$ cat src/sv/cnws_pkg.sv
// shared types, codes and the control program of the lcd number write sequencer
// depends on nothing; imported by cnws_bcd and the top level
`timescale 1ns / 1ps

package cnws_pkg;

    localparam int COLUMNS    = 16;
    localparam int MAX_DIGITS = 16;
    localparam int VAL_W      = 16;
    localparam int BCD_DIGITS = 5;
    localparam int BCD_W      = 4 * BCD_DIGITS;
    localparam int STEP_W     = 3;

    localparam logic [2:0] CMD_CHAR = 3'd0;
    localparam logic [2:0] CMD_UDEC = 3'd1;
    localparam logic [2:0] CMD_SDEC = 3'd2;
    localparam logic [2:0] CMD_HEX  = 3'd3;
    localparam logic [2:0] CMD_BIN  = 3'd4;

    localparam logic [7:0] LCD_SET_ADDR = 8'h80;
    localparam logic [6:0] LINE2_OFFSET = 7'h40;
    localparam logic [7:0] CHAR_ZERO    = 8'h30;
    localparam logic [7:0] CHAR_A       = 8'h41;
    localparam logic [7:0] CHAR_PLUS    = 8'h2B;
    localparam logic [7:0] CHAR_MINUS   = 8'h2D;

    typedef enum logic [2:0] {
        OP_ACCEPT = 3'd0,
        OP_CONV   = 3'd1,
        OP_ADDR   = 3'd2,
        OP_NOP    = 3'd3,
        OP_SIGN   = 3'd4,
        OP_DIGIT  = 3'd5,
        OP_CHAR   = 3'd6
    } op_t;

    typedef enum logic [1:0] {
        COND_NEVER      = 2'd0,
        COND_ALWAYS     = 2'd1,
        COND_CHAR       = 2'd2,
        COND_NOT_SIGNED = 2'd3
    } cond_t;

    typedef struct packed {
        op_t               op;
        cond_t             cond;
        logic [STEP_W-1:0] target;
    } ctrl_word_t;

    // control program: on completion an op jumps to target when its condition holds
    function automatic ctrl_word_t program_rom(input logic [STEP_W-1:0] step);
        ctrl_word_t cw;
        case (step)
            3'd0:    cw = '{OP_ACCEPT, COND_NEVER,      3'd0};
            3'd1:    cw = '{OP_CONV,   COND_NEVER,      3'd0};
            3'd2:    cw = '{OP_ADDR,   COND_NEVER,      3'd0};
            3'd3:    cw = '{OP_NOP,    COND_CHAR,       3'd7};
            3'd4:    cw = '{OP_NOP,    COND_NOT_SIGNED, 3'd6};
            3'd5:    cw = '{OP_SIGN,   COND_NEVER,      3'd0};
            3'd6:    cw = '{OP_DIGIT,  COND_ALWAYS,     3'd0};
            default: cw = '{OP_CHAR,   COND_ALWAYS,     3'd0};
        endcase
        return cw;
    endfunction

    function automatic logic [7:0] digit_char(input logic [3:0] d);
        logic [7:0] c;
        if (d < 4'd10) begin
            c = CHAR_ZERO + {4'd0, d};
        end else begin
            c = CHAR_A + {4'd0, d} - 8'd10;
        end
        return c;
    endfunction

endpackage

$ cat src/sv/cnws_bcd.sv
// binary to bcd converter, shift-and-add-three, one bit per cycle
// depends on cnws_pkg
`timescale 1ns / 1ps

module cnws_bcd
    import cnws_pkg::*;
(
    input  logic             aclk,
    input  logic             aresetn,
    input  logic             start,
    input  logic [VAL_W-1:0] din,
    output logic [BCD_W-1:0] bcd,
    output logic             done
);

    localparam int CNT_W = $clog2(VAL_W + 1);

    logic [BCD_W-1:0] bcd_reg, bcd_next, bcd_adj;
    logic [VAL_W-1:0] sh_reg, sh_next;
    logic [CNT_W-1:0] cnt_reg, cnt_next;

    always_comb begin
        for (int i = 0; i < BCD_DIGITS; i++) begin
            if (bcd_reg[4*i +: 4] > 4'd4) begin
                bcd_adj[4*i +: 4] = bcd_reg[4*i +: 4] + 4'd3;
            end else begin
                bcd_adj[4*i +: 4] = bcd_reg[4*i +: 4];
            end
        end
    end

    always_comb begin
        bcd_next = bcd_reg;
        sh_next  = sh_reg;
        cnt_next = cnt_reg;
        if (start) begin
            bcd_next = '0;
            sh_next  = din;
            cnt_next = CNT_W'(VAL_W);
        end else if (cnt_reg != '0) begin
            bcd_next = {bcd_adj[BCD_W-2:0], sh_reg[VAL_W-1]};
            sh_next  = {sh_reg[VAL_W-2:0], 1'b0};
            cnt_next = cnt_reg - 1'b1;
        end
    end

    always_ff @(posedge aclk) begin
        if (!aresetn) begin
            cnt_reg <= '0;
        end else begin
            cnt_reg <= cnt_next;
        end
        bcd_reg <= bcd_next;
        sh_reg  <= sh_next;
    end

    assign bcd  = bcd_reg;
    assign done = (cnt_reg == '0) && !start;

endmodule

$ cat src/sv/char_lcd_number_write_sequencer_unit.sv
// top level of the character lcd number write sequencer
// depends on cnws_pkg and cnws_bcd
`timescale 1ns / 1ps

// Each request beat (command, line, column, value, length) turns into a stream
// of display bus write beats: one set-address command (reg_select 0), then the
// data bytes (reg_select 1), with last on the final write. Column is clamped to
// 1..COLUMNS and length to sixteen; digits go most significant first with
// leading zeros kept. Control is a short microprogram of eight steps held in a
// read-only table in the package; a step counter walks it and conditional
// jumps select char, signed or plain number output. One request is handled at
// a time: s_ready is high only in the accept step. After the accept step the
// decimal modes wait in the convert step for the bit-serial bcd converter (one
// value bit per cycle) while other modes pass it at once; then come the address
// write, the branch steps, the sign for signed decimal, the digit writes and a
// closing step, which writes the character in char mode. The output register
// lets a finished write wait while the program moves on.

module char_lcd_number_write_sequencer_unit
    import cnws_pkg::*;
(
    input  logic        aclk,
    input  logic        aresetn,
    input  logic        s_valid,
    output logic        s_ready,
    input  logic [2:0]  s_command,
    input  logic [1:0]  s_line,
    input  logic [4:0]  s_column,
    input  logic [15:0] s_value,
    input  logic [4:0]  s_length,
    output logic        m_valid,
    input  logic        m_ready,
    output logic        m_reg_select,
    output logic [7:0]  m_bus_byte,
    output logic        m_last
);

    localparam int COL_W = $clog2(COLUMNS + 1) + 1;

    // program counter and request registers
    logic [STEP_W-1:0] step_reg, step_next;
    logic [2:0]        cmd_reg, cmd_next;
    logic [15:0]       mag_reg, mag_next;
    logic [4:0]        dcnt_reg, dcnt_next;
    logic [6:0]        addr_reg, addr_next;
    logic              neg_reg, neg_next;

    // output register
    logic              m_valid_reg, m_valid_next;
    logic              m_rs_reg, m_rs_next;
    logic [7:0]        m_byte_reg, m_byte_next;
    logic              m_last_reg, m_last_next;

    ctrl_word_t        cw;
    logic              cond_true, op_done, out_free, accept;
    logic              conv_start, conv_done;
    logic [BCD_W-1:0]  bcd;
    logic [COL_W-1:0]  col_ext, col_clamp;
    logic [6:0]        addr_in;
    logic [4:0]        len_clamp;
    logic [15:0]       mag_in;
    logic              neg_in;
    logic [3:0]        pos, digit;

    cnws_bcd u_bcd (
        .aclk    (aclk),
        .aresetn (aresetn),
        .start   (conv_start),
        .din     (mag_in),
        .bcd     (bcd),
        .done    (conv_done)
    );

    assign cw       = program_rom(step_reg);
    assign out_free = !m_valid_reg || m_ready;
    assign s_ready  = (cw.op == OP_ACCEPT);
    assign accept   = s_valid && s_ready;

    // request decode at accept
    always_comb begin
        col_ext = COL_W'(s_column);
        if (col_ext == '0) begin
            col_clamp = COL_W'(1);
        end else if (col_ext > COL_W'(COLUMNS)) begin
            col_clamp = COL_W'(COLUMNS);
        end else begin
            col_clamp = col_ext;
        end
        addr_in = 7'(col_clamp - 1'b1);
        if (s_line != 2'd1) begin
            addr_in = addr_in + LINE2_OFFSET;
        end
        len_clamp = (s_length > 5'(MAX_DIGITS)) ? 5'(MAX_DIGITS) : s_length;
        neg_in    = (s_command == CMD_SDEC) && s_value[15];
        mag_in    = neg_in ? (~s_value + 16'd1) : s_value;
    end

    assign conv_start = accept && (s_command == CMD_UDEC || s_command == CMD_SDEC);

    // digit at position dcnt-1, zero beyond the value's width
    assign pos = 4'(dcnt_reg - 5'd1);
    always_comb begin
        digit = 4'd0;
        case (cmd_reg) inside
            CMD_UDEC, CMD_SDEC: begin
                case (pos)
                    4'd0:    digit = bcd[3:0];
                    4'd1:    digit = bcd[7:4];
                    4'd2:    digit = bcd[11:8];
                    4'd3:    digit = bcd[15:12];
                    4'd4:    digit = bcd[19:16];
                    default: digit = 4'd0;
                endcase
            end
            CMD_HEX: begin
                if (pos < 4'd4) begin
                    digit = 4'(mag_reg >> {pos[1:0], 2'b00});
                end
            end
            CMD_BIN: digit = {3'd0, mag_reg[pos]};
            default: digit = 4'd0;
        endcase
    end

    always_comb begin
        unique case (cw.cond)
            COND_NEVER:      cond_true = 1'b0;
            COND_ALWAYS:     cond_true = 1'b1;
            COND_CHAR:       cond_true = (cmd_reg == CMD_CHAR);
            COND_NOT_SIGNED: cond_true = (cmd_reg != CMD_SDEC);
            default:         cond_true = 1'b0;
        endcase
    end

    // datapath driven by the current control word
    always_comb begin
        cmd_next     = cmd_reg;
        mag_next     = mag_reg;
        dcnt_next    = dcnt_reg;
        addr_next    = addr_reg;
        neg_next     = neg_reg;
        m_valid_next = m_valid_reg && !m_ready;
        m_rs_next    = m_rs_reg;
        m_byte_next  = m_byte_reg;
        m_last_next  = m_last_reg;
        op_done      = 1'b0;

        unique case (cw.op)
            OP_ACCEPT: begin
                if (s_valid) begin
                    cmd_next  = s_command;
                    mag_next  = mag_in;
                    addr_next = addr_in;
                    neg_next  = neg_in;
                    if (s_command == CMD_UDEC || s_command == CMD_SDEC ||
                        s_command == CMD_HEX || s_command == CMD_BIN) begin
                        dcnt_next = len_clamp;
                    end else begin
                        dcnt_next = 5'd0;
                    end
                    op_done = 1'b1;
                end
            end
            OP_CONV: begin
                op_done = conv_done;
            end
            OP_ADDR: begin
                if (out_free) begin
                    m_valid_next = 1'b1;
                    m_rs_next    = 1'b0;
                    m_byte_next  = LCD_SET_ADDR | {1'b0, addr_reg};
                    m_last_next  = (dcnt_reg == 5'd0) && (cmd_reg != CMD_CHAR) &&
                                   (cmd_reg != CMD_SDEC);
                    op_done      = 1'b1;
                end
            end
            OP_NOP: begin
                op_done = 1'b1;
            end
            OP_SIGN: begin
                if (out_free) begin
                    m_valid_next = 1'b1;
                    m_rs_next    = 1'b1;
                    m_byte_next  = neg_reg ? CHAR_MINUS : CHAR_PLUS;
                    m_last_next  = (dcnt_reg == 5'd0);
                    op_done      = 1'b1;
                end
            end
            OP_DIGIT: begin
                if (dcnt_reg == 5'd0) begin
                    op_done = 1'b1;
                end else if (out_free) begin
                    m_valid_next = 1'b1;
                    m_rs_next    = 1'b1;
                    m_byte_next  = digit_char(digit);
                    m_last_next  = (dcnt_reg == 5'd1);
                    dcnt_next    = dcnt_reg - 5'd1;
                end
            end
            OP_CHAR: begin
                if (out_free) begin
                    m_valid_next = 1'b1;
                    m_rs_next    = 1'b1;
                    m_byte_next  = mag_reg[7:0];
                    m_last_next  = 1'b1;
                    op_done      = 1'b1;
                end
            end
            default: op_done = 1'b0;
        endcase

        if (op_done) begin
            step_next = cond_true ? cw.target : step_reg + 1'b1;
        end else begin
            step_next = step_reg;
        end
    end

    always_ff @(posedge aclk) begin
        if (!aresetn) begin
            step_reg    <= '0;
            m_valid_reg <= 1'b0;
        end else begin
            step_reg    <= step_next;
            m_valid_reg <= m_valid_next;
        end
        cmd_reg    <= cmd_next;
        mag_reg    <= mag_next;
        dcnt_reg   <= dcnt_next;
        addr_reg   <= addr_next;
        neg_reg    <= neg_next;
        m_rs_reg   <= m_rs_next;
        m_byte_reg <= m_byte_next;
        m_last_reg <= m_last_next;
    end

    assign m_valid      = m_valid_reg;
    assign m_reg_select = m_rs_reg;
    assign m_bus_byte   = m_byte_reg;
    assign m_last       = m_last_reg;

endmodule
$ cat config.mk
export PLATFORM = sky130hd
export DESIGN_NAME = char_lcd_number_write_sequencer_unit
export DESIGN_NICKNAME = d
export VERILOG_FILES = /design/src/sv/cnws_pkg.sv /design/src/sv/cnws_bcd.sv /design/src/sv/char_lcd_number_write_sequencer_unit.sv
export SDC_FILE = /design/constraint.sdc
export NUM_CORES = 1
export LEC_CHECK = 0
export BUFFER_PORTS_ARGS = -buffer_cell sky130_fd_sc_hd__buf_4
export CORE_ASPECT_RATIO = 0.75
export CORE_MARGIN = 1
export CORE_UTILIZATION = 40
export DETAILED_ROUTE_END_ITERATION = 8
export REMOVE_ABC_BUFFERS = 1
export SLEW_MARGIN = 20
export SYNTH_ARGS = -nofsm -noshare
export SYNTH_HDL_FRONTEND = slang
export SYNTH_SLANG_ARGS = --single-unit
export TNS_END_PERCENT = 5
$ cat constraint.sdc
create_clock -name aclk -period 4.2 [get_ports aclk]
set_input_delay 0.84 -clock aclk [delete_from_list [all_inputs] [get_ports aclk]]
set_output_delay 0.84 -clock aclk [all_outputs]
set_load 0.05 [all_outputs]
==> results.yml, run 1 <==
outcome:
  status: "complete, no violations"
layout:
  area.growth.synth_to_final_pct: 15.9
  final_nets: 619
  fillers: 1162
  diodes: 0
  drive_above_1_share_pct: 17.3
  largest_register_ffs: 20
  fin_util_pct: 48.0
global_route:
  gr-usage-all-layers_pct: 18.1
  grt_pass1_vias: 3685
  antenna_found_initial: 0
  grt_pass1_wl_um: 18600
  grt_max_degree: 28
  grt-ovfl-total: 0
clocking:
  cts_resized: 0
  htreeDepth: 3
  cts.sinks: 87
  clk_latency_ns: 0.34
  cts_setup_buffers: 0
  cts_root_buffer: "clkbuf_16"
  cts_tree: "done"
  clk_pin_slew_ns: 0.07
  hold_buffers: 0
  cts_max_path_buffers: 2
  cts_made_buffers: 9
min_path:
  hp-class: "flop to flop"
  worstHoldStart: "u_bcd.bcd[19]"
floorplan:
  die_y_um: 100
  core-area_sq_mm: 0.0124
  start_util_pct: 41.5
  ios: 47
  die_w_um: 133
  rows: 35
  die_area_sq_mm: 0.0133
synthesis:
  netlist-cell-type-count: 57
  yosysTopAreaCellShare_pct: 33.9
  synth.top_cells.by_count: "60 x nand2_1, 58 x edfxtp_1, 42 x nor2_1, 33 x o21ai_0, 32 x a21oi_1"
  synth-seq-area-share_pct: 45.2
  synth-edff-count: 58
  syn_avg_cell_area_sq_um: 9.86
  ys_warn_count: 0
  ys_seq_elements: 87
  netlist_area_sq_mm: 0.00514
  synth_area_leaders: "edfxtp_1 34%, dfxtp_1 11%, ha_1 5.6%"
  synth.most_common_cell: "nand2_1"
  yosys.area.top_type: "edfxtp_1"
  postSynth.asyncResetShare_pct: 0
  synthCells: 521
  synth_ff_type: "edfxtp_1"
critical_path:
  crit_required_ns: 4.30
  critPathCaptureType: "flop"
  critPathLaunchType: "flop"
  cp_max_fo: 16
  path_class: "flop to flop"
  arrival_ns: 3.51
  startpoint: "dcnt_reg[0]"
  r2r-start: "dcnt_reg[0]"
power:
  p_leak_nw: 2.26
  powerDensity_mw_per_mm2: 776
  ir_worst_vdd_v: 0.000275
placement:
  place_ws_ns: 0.821
  gp_congestion: 0.873
  port_buffers: 46
  dp_hpwl_um: 8850
route:
  wire_per_inst_um: 15.9
  num_vias: 4083
  drc: 0
  wl_um: 11600
  drt_iter0_drc: 348
  drtPass1Iterations: 5
  ant_nets: 0
  viasPerCell: 5.58
timing:
  setup_slack_ns: 0.794
  finalHoldViolations: 0
  slew_viol_final: 0
  max-slew-margin-rel_pct: 33.3
  finalSetupTns_ns: 0
  final-setup-viol-count: 0
  rsz0062_at_grt: "false"
  period_needed_ns: 3.41
  clock.fmax_mhz: 294
  clock_skew_ns: 0.00853
  period_share_pct: 81.1
  tightest_slew_ns: 1.00
flow_run:
  maxCapViolCount: 0
cell families after synthesis:
kind of cell | count (synthesis) | synth area share (%)
AOI/OAI and AO/OA | 125 | 15.7
buffers and inverters | 51 | 3.97
muxes | 29 | 7.99
adders and majority gates | 23 | 5.60
other | 1 | 0.0730
and+or+nand+nor | 172 | 15.9
DFF | 87 | 45.2
xor gates and xnor gates | 33 | 5.62
layout by cell type (no fill, tap or decap), types with 2 or more instances in the layout:
cell type	n
xnor2_1	23
inv_8	2
a22oi_1	10
and2_1	4
nor3_1	18
or4_1	3
a21boi_0	2
mux2i_1	5
nor3b_1	5
nor2_1	42
clkbuf_16	9
a22o_1	2
nand2_1	60
xor2_1	10
nand4_1	2
o31ai_1	4
nand3_1	10
a32o_1	3
nor2b_1	6
o211ai_1	2
a21oi_1	32
nand2b_1	6
or2_2	3
inv_6	2
inv_1	28
o21ai_0	32
a32oi_1	3
o22ai_1	3
a211oi_1	14
buf_4	51
dfxtp_1	29
mux2_2	16
mux4_2	8
and3_1	2
or3_1	5
ha_1	23
edfxtp_1	58
o21a_1	6
critical path: stages, from the launching register on:
cell and delay [ns]:
edfxtp_1 0.79, inv_1 0.20, ha_1 0.56, mux4_2 0.54, mux2i_1 0.14, a2bb2oi_1 0.19, o211ai_1 0.16, nor3b_1 0.31
o221ai_1 0.15, o21a_1 0.12
worst paths after layout:
path	endpoint	slack [ns]	cells past startpoint
max	m_bus_byte[2]	0.79	9
max reg2reg	m_bus_byte[2]	0.79	9
min	u_bcd.bcd[19]	0.50	2
min reg2reg	u_bcd.bcd[19]	0.50	2
layout make-up:
cell class / count / area, sq um / share of cell area (%)
Inverter: 29 / 109 / 1.83
Multi-Input combinational cell: 383 / 2610 / 43.9
Timing Repair Buffer: 51 / 383 / 6.43
Clock buffer: 9 / 225 / 3.78
Tap cell: 166 / 208 / 3.49
Sequential cell: 87 / 2320 / 39.0
Clock inverter: 7 / 95.1 / 1.60
metrics by stage:
stage | std cells | cell area, sq um | hold slack (ns) | power, W
2_1_floorplan | 499 | 5040 | 0.458 | 0.00320
3_3_place_gp | 716 | 5630 | 0.485 | 0.00371
3_5_place_dp | 716 | 5630 | 0.495 | 0.00378
4_1_cts | 732 | 5950 | 0.504 | 0.00464
5_1_grt | 732 | 5950 | 0.533 | 0.00496
6_report | 732 | 5950 | 0.498 | 0.00462
power breakdown:
part | internal, W | total, W | leakage (nW) | switching, W
clock network | 0.000480 | 0.000846 | 0.157 | 0.000367
logic | 0.000873 | 0.00210 | 1.30 | 0.00123
registers | 0.00138 | 0.00168 | 0.797 | 0.000295
routing by layer:
| layer | track usage [%] | vias to the layer above | wire, um |
|---|---|---|---|
| met5 | 0 | - | 0 |
| met4 | 6.81 | 0 | 240 |
| met3 | 4.34 | 22 | 633 |
| met2 | 27.5 | 118 | 5140 |
| met1 | 24.9 | 1964 | 5620 |
| li1 | - | 1979 | - |
Power figures use the tool's default switching activity.
==> inputs of run 2 (changes only) <==
Settings changed: ABC_AREA set to 1.
Clock period 4.2 ns to 3.48 ns, I/O delays scaled along.
==> results.yml, run 2 <==
clocking:
  cts_made_buffers: 9
  clk_latency_ns: 0.35
  clk_pin_slew_ns: 0.07
  cts_root_buffer: "clkbuf_16"
  htreeDepth: 3
  cts.sinks: 87
  cts_resized: 0
  hold_buffers: 0
  cts_setup_buffers: 0
  cts_max_path_buffers: 2
  cts_tree: "done"
synthesis:
  synth_area_leaders: "edfxtp_1 33%, nand2_1 12%, dfxtp_1 11%"
  netlist-cell-type-count: 41
  synth-edff-count: 58
  synth.top_cells.by_count: "167 x nand2_1, 81 x inv_1, 66 x nor2_1, 58 x edfxtp_1, 49 x o21ai_0"
  synth.most_common_cell: "nand2_1"
  synthXorXnorAreaFrac_pct: 3.30
  muxShareOfSynthArea_pct: 0
  syn_avg_cell_area_sq_um: 7.83
  synth_compound_area_share_pct: 12.0
  synthCells: 678
  yosys.area_share.adder_pct: 5.42
  yosys.area.top_type: "edfxtp_1"
  ys_seq_elements: 87
  synth_ff_type: "edfxtp_1"
  yosys.area_share.simple_pct: 27.2
  synth-seq-area-share_pct: 43.7
  ys_warn_count: 0
  netlist_area_sq_mm: 0.00531
  yosysTopAreaCellShare_pct: 32.8
  postSynth.asyncResetShare_pct: 0
  synth_top_family_by_area: "simple AND/OR/NAND/NOR gates"
power:
  power_frac_clock_pct: 19.0
  design_power_total_w: 0.00600
  p_sw_w: 0.00265
  p_seq_share_pct: 32.9
  pwr-share-comb_pct: 48.1
  switching_share_pct: 44.1
  powerDensity_mw_per_mm2: 974
  p_leak_nw: 2.82
  ir_worst_vdd_v: 0.000480
  p_int_w: 0.00336
global_route:
  antenna_found_initial: 0
  grt-ovfl-total: 0
  use_met2_pct: 31.0
  grtUsageMet1_pct: 26.0
  gr-usage-all-layers_pct: 19.2
  grt_max_degree: 36
  grt_pass1_wl_um: 20400
  grt.busiest_layer: "met2"
  grt_pass1_vias: 4283
  use_met3_pct: 3.75
placement:
  port_buffers: 46
  gp_congestion: 0.886
  dp_hpwl_um: 9690
timing:
  finalSetupTns_ns: 0
  finalHoldViolations: 0
  period_needed_ns: 2.95
  tightest_slew_ns: 0.883
  whs_ns: 0.480
  slew_viol_final: 0
  max-slew-margin-rel_pct: 40.7
  period_share_pct: 84.9
  rsz0062_at_grt: "false"
  final-setup-viol-count: 0
  clock_skew_ns: 0.00809
  clock.fmax_mhz: 339
floorplan:
  ios: 47
  rows: 36
  start_util_pct: 40.9
  die_y_um: 102
  die_w_um: 135
  core-area_sq_mm: 0.0130
  die_area_sq_mm: 0.0137
critical_path:
  slowest_stage: "xnor2_1"
  crit_path_frequent_cell: "nand2_1"
  cpPeakStageDelay_ns: 0.70
  path_cells: "inv_2 > ha_1 > xnor2_1 > inv_2 > nor2_4 > nand2_1 > o21ai_0 > nand2_1 > nand2_1 > nand2_2 > nand3_1 > o2111ai_1"
  critPathCaptureType: "flop"
  critPathTopFamily: "simple AND/OR/NAND/NOR gates"
  critPathLaunchType: "flop"
  crit_buf_inv: 2
  path_class: "flop to flop"
  crit_required_ns: 3.56
  arrival_ns: 3.03
  cp_max_fo: 16
flow_run:
  maxCapViolCount: 0
route:
  drt_iter0_drc: 332
  drc: 0
  num_vias: 4658
  ant_nets: 0
  wl_um: 12800
  drtPass1Iterations: 7
  wire_per_inst_um: 14.2
  viasPerCell: 5.18
layout:
  drive_above_1_share_pct: 13.7
  fin_util_pct: 47.5
  largest_register_ffs: 20
  area.growth.synth_to_final_pct: 16.1
  final_nets: 782
  final_cell_mix: "167 x nand2_1, 81 x inv_1, 66 x nor2_1"
  diodes: 0
  layout_commonest_cell: "nand2_1"
outcome:
  status: "complete, no violations"
min_path:
  hp-class: "flop to flop"
-- run 2: cell count changes after synthesis, sizes merged, moves of 18 or more --
cell   previous run  this run
nand2            60       174
inv              28        90
nand3            10        46
nor2             42        73
o21ai            33        54
xnor2            23         5
-- run 2: kinds of logic after synthesis --
logic type               count (synthesis)
XOR/XNOR                                20
adder cells (fa/ha/maj)                 23
buffers and inverters                  108
AND/OR/NAND/NOR                        329
flip-flops                              87
other                                    1
AO/OA/AOI/OAI                          110
-- run 2: metrics by stage --
| step | area, sq um | std cells | worst slack (ns) |
|---|---|---|---|
| 6_report | 6160 | 900 | 0.526 |
| 3_5_place_dp | 5810 | 884 | 0.595 |
| 2_1_floorplan | 5220 | 662 | 0.631 |
| 3_3_place_gp | 5810 | 884 | 0.732 |
| 5_1_grt | 6160 | 900 | 0.200 |
| 4_1_cts | 6160 | 900 | 0.579 |
-- run 2: tightest hold or removal path, delay by kind of cell, from the launching register on --
| family | cells | cell delay (ns) |
|---|---|---|
| AO/OA/AOI/OAI | 1 | 0.05 |
| flip-flops | 1 | 0.32 |
| AND/OR/NAND/NOR | 1 | 0.06 |
-- run 2: worst paths after layout --
check / startpoint / slack (ns) / to / cells past startpoint
setup / recovery: dcnt_reg[0] / 0.53 / m_bus_byte[3] / 12
hold / removal: u_bcd.cnt_reg[1] / 0.48 / u_bcd.cnt_reg[1] / 2
setup reg to reg: dcnt_reg[0] / 0.53 / m_bus_byte[3] / 12
hold reg to reg: u_bcd.cnt_reg[1] / 0.48 / u_bcd.cnt_reg[1] / 2
-- run 2: cell type report --
class	instances	area [sq um]
Timing Repair Buffer	51	383
Clock buffer	9	225
Fill cell	1252	6810
Clock inverter	7	125
Tap cell	171	214
Inverter	92	345
Multi-Input combinational cell	483	2550
Sequential cell	87	2320
-- run 2: power groups by stage --
stage	Combinational [W]	Clock, W	Sequential [W]
final	0.00289	0.00114	0.00198
after global routing	0.00326	0.00121	0.00202
after CTS	0.00287	0.00117	0.00198
after detailed placement	0.00285	0	0.00200
after global placement	0.00278	0	0.00199
after floorplan	0.00201	0	0.00204
-- run 2: metal layers --
metal	part of all wire (%)	wire (um)
met2	45	5790
met4	1.4	175
met3	5.2	667
met5	0	0
met1	48	6130
==> inputs of run 3 (changes only) <==
Clock period 3.48 ns to 2.9 ns, I/O delays scaled along.
==> results.yml, run 3 (synthesis gave the netlist of run 2 again) <==
floorplan:
  ios: 47
  die_y_um: 102
  rows: 36
  core-area_sq_mm: 0.0130
  die_area_sq_mm: 0.0137
  die_w_um: 135
  start_util_pct: 40.9
critical_path:
  path_class: "flop to primary output"
  critPathCaptureType: "primary output"
  critPathLaunchType: "flop"
  crit_buf_inv: 4
  path_cells: "inv_1 > ha_1 > nor3_1 > nand2_2 > nand2_1 > inv_2 > nand2_1 > inv_1 > buf_4"
  arrival_ns: 2.16
  slowest_stage: "dfxtp_1"
  critPathTopFamily: "simple AND/OR/NAND/NOR gates"
  cp_max_fo: 6
  cpPeakStageDelay_ns: 0.41
  crit_required_ns: 2.32
layout:
  fillers: 1264
  final_cell_mix: "167 x nand2_1, 81 x inv_1, 66 x nor2_1"
  largest_register_ffs: 20
  layout_commonest_cell: "nand2_1"
  area.growth.synth_to_final_pct: 16.4
  final_nets: 787
  fin_util_pct: 47.6
  drive_above_1_share_pct: 14.3
  fin_cells: 905
  diodes: 0
global_route:
  antenna_found_initial: 0
  grt_pass1_vias: 4126
  gr-usage-all-layers_pct: 18.9
  grt_max_degree: 25
  grt_pass1_wl_um: 20400
  grt-ovfl-total: 0
clocking:
  cts_resized: 0
  cts_setup_buffers: 0
  htreeDepth: 3
  cts_made_buffers: 9
  cts_root_buffer: "clkbuf_16"
  clk_pin_slew_ns: 0.07
  hold_buffers: 0
  cts.sinks: 87
  cts_max_path_buffers: 2
  clk_latency_ns: 0.34
  cts_tree: "done"
placement:
  gp_congestion: 0.921
  dp_hpwl_um: 9350
  placedCellCount: 889
  port_buffers: 46
route:
  drtPass1Iterations: 5
  drt_iter0_drc: 227
  num_vias: 4593
  wl_um: 12200
  drc: 0
  ant_nets: 0
  viasPerCell: 5.08
  wire_per_inst_um: 13.4
timing:
  rsz0062_at_grt: "false"
  finalSetupTns_ns: 0
  finalHoldViolations: 0
  final-setup-viol-count: 0
  clock.fmax_mhz: 364
  period_needed_ns: 2.74
  clock_skew_ns: 0.00694
  period_share_pct: 94.6
  tightest_slew_ns: 0.723
  slew_viol_final: 0
  max-slew-margin-rel_pct: 51.7
power:
  p_leak_nw: 2.83
  design_power_total_w: 0.00709
  powerDensity_mw_per_mm2: 1150
  ir_worst_vdd_v: 0.000560
min_path:
  hp-class: "primary input to flop"
flow_run:
  maxCapViolCount: 0
outcome:
  status: "complete, no violations"
[run 3: changes by cell type in the layout (fill, tap and decap cells not counted)]
cell,delta
clkinvlp_4,+1
bufinv_16,-1
buf_4,+5
[run 3: path summary, 6_finish.rpt]
kind,start,endpoint,slack [ns],cells past startpoint
hold / removal,s_value[0],mag_reg[0],0.44,1
hold reg to reg,u_bcd.cnt_reg[1],u_bcd.cnt_reg[1],0.48,2
setup / recovery,step_reg[0],s_ready,0.16,9
setup reg to reg,step_reg[0],dcnt_reg[0],0.28,10
[run 3: metal layers]
metal | GRT usage, % | part of all wire, %
met1 | 27.9 | 51
met2 | 27.3 | 42
met3 | 4.30 | 5.4
met4 | 5.79 | 1.6
met5 | 0 | 0
[run 3: report_power, final]
group	switching [W]	internal, W	leakage (nW)	total (W)
combinational	0.00231	0.00117	1.88	0.00348
clock	0.000502	0.000765	0.157	0.00127
sequential	0.000313	0.00203	0.793	0.00234
[run 3: cell type report]
cell class,count,area [sq um],share of cell area (%)
Clock buffer,9,225,3.64
Clock inverter,7,103,1.66
Inverter,92,345,5.59
Multi-Input combinational cell,483,2550,41.3
Sequential cell,87,2320,37.6
Tap cell,171,214,3.46
Timing Repair Buffer,56,420,6.80
[run 3: through the flow]
stage	hold WS [ns]	setup WS, ns	area [sq um]
global route	0.438	0.00875	6180
detailed placement	0.468	0.274	5850
floorplan	0.454	0.0513	5220
CTS	0.433	0.145	6180
finish	0.440	0.155	6180
global placement	0.466	0.450	5850
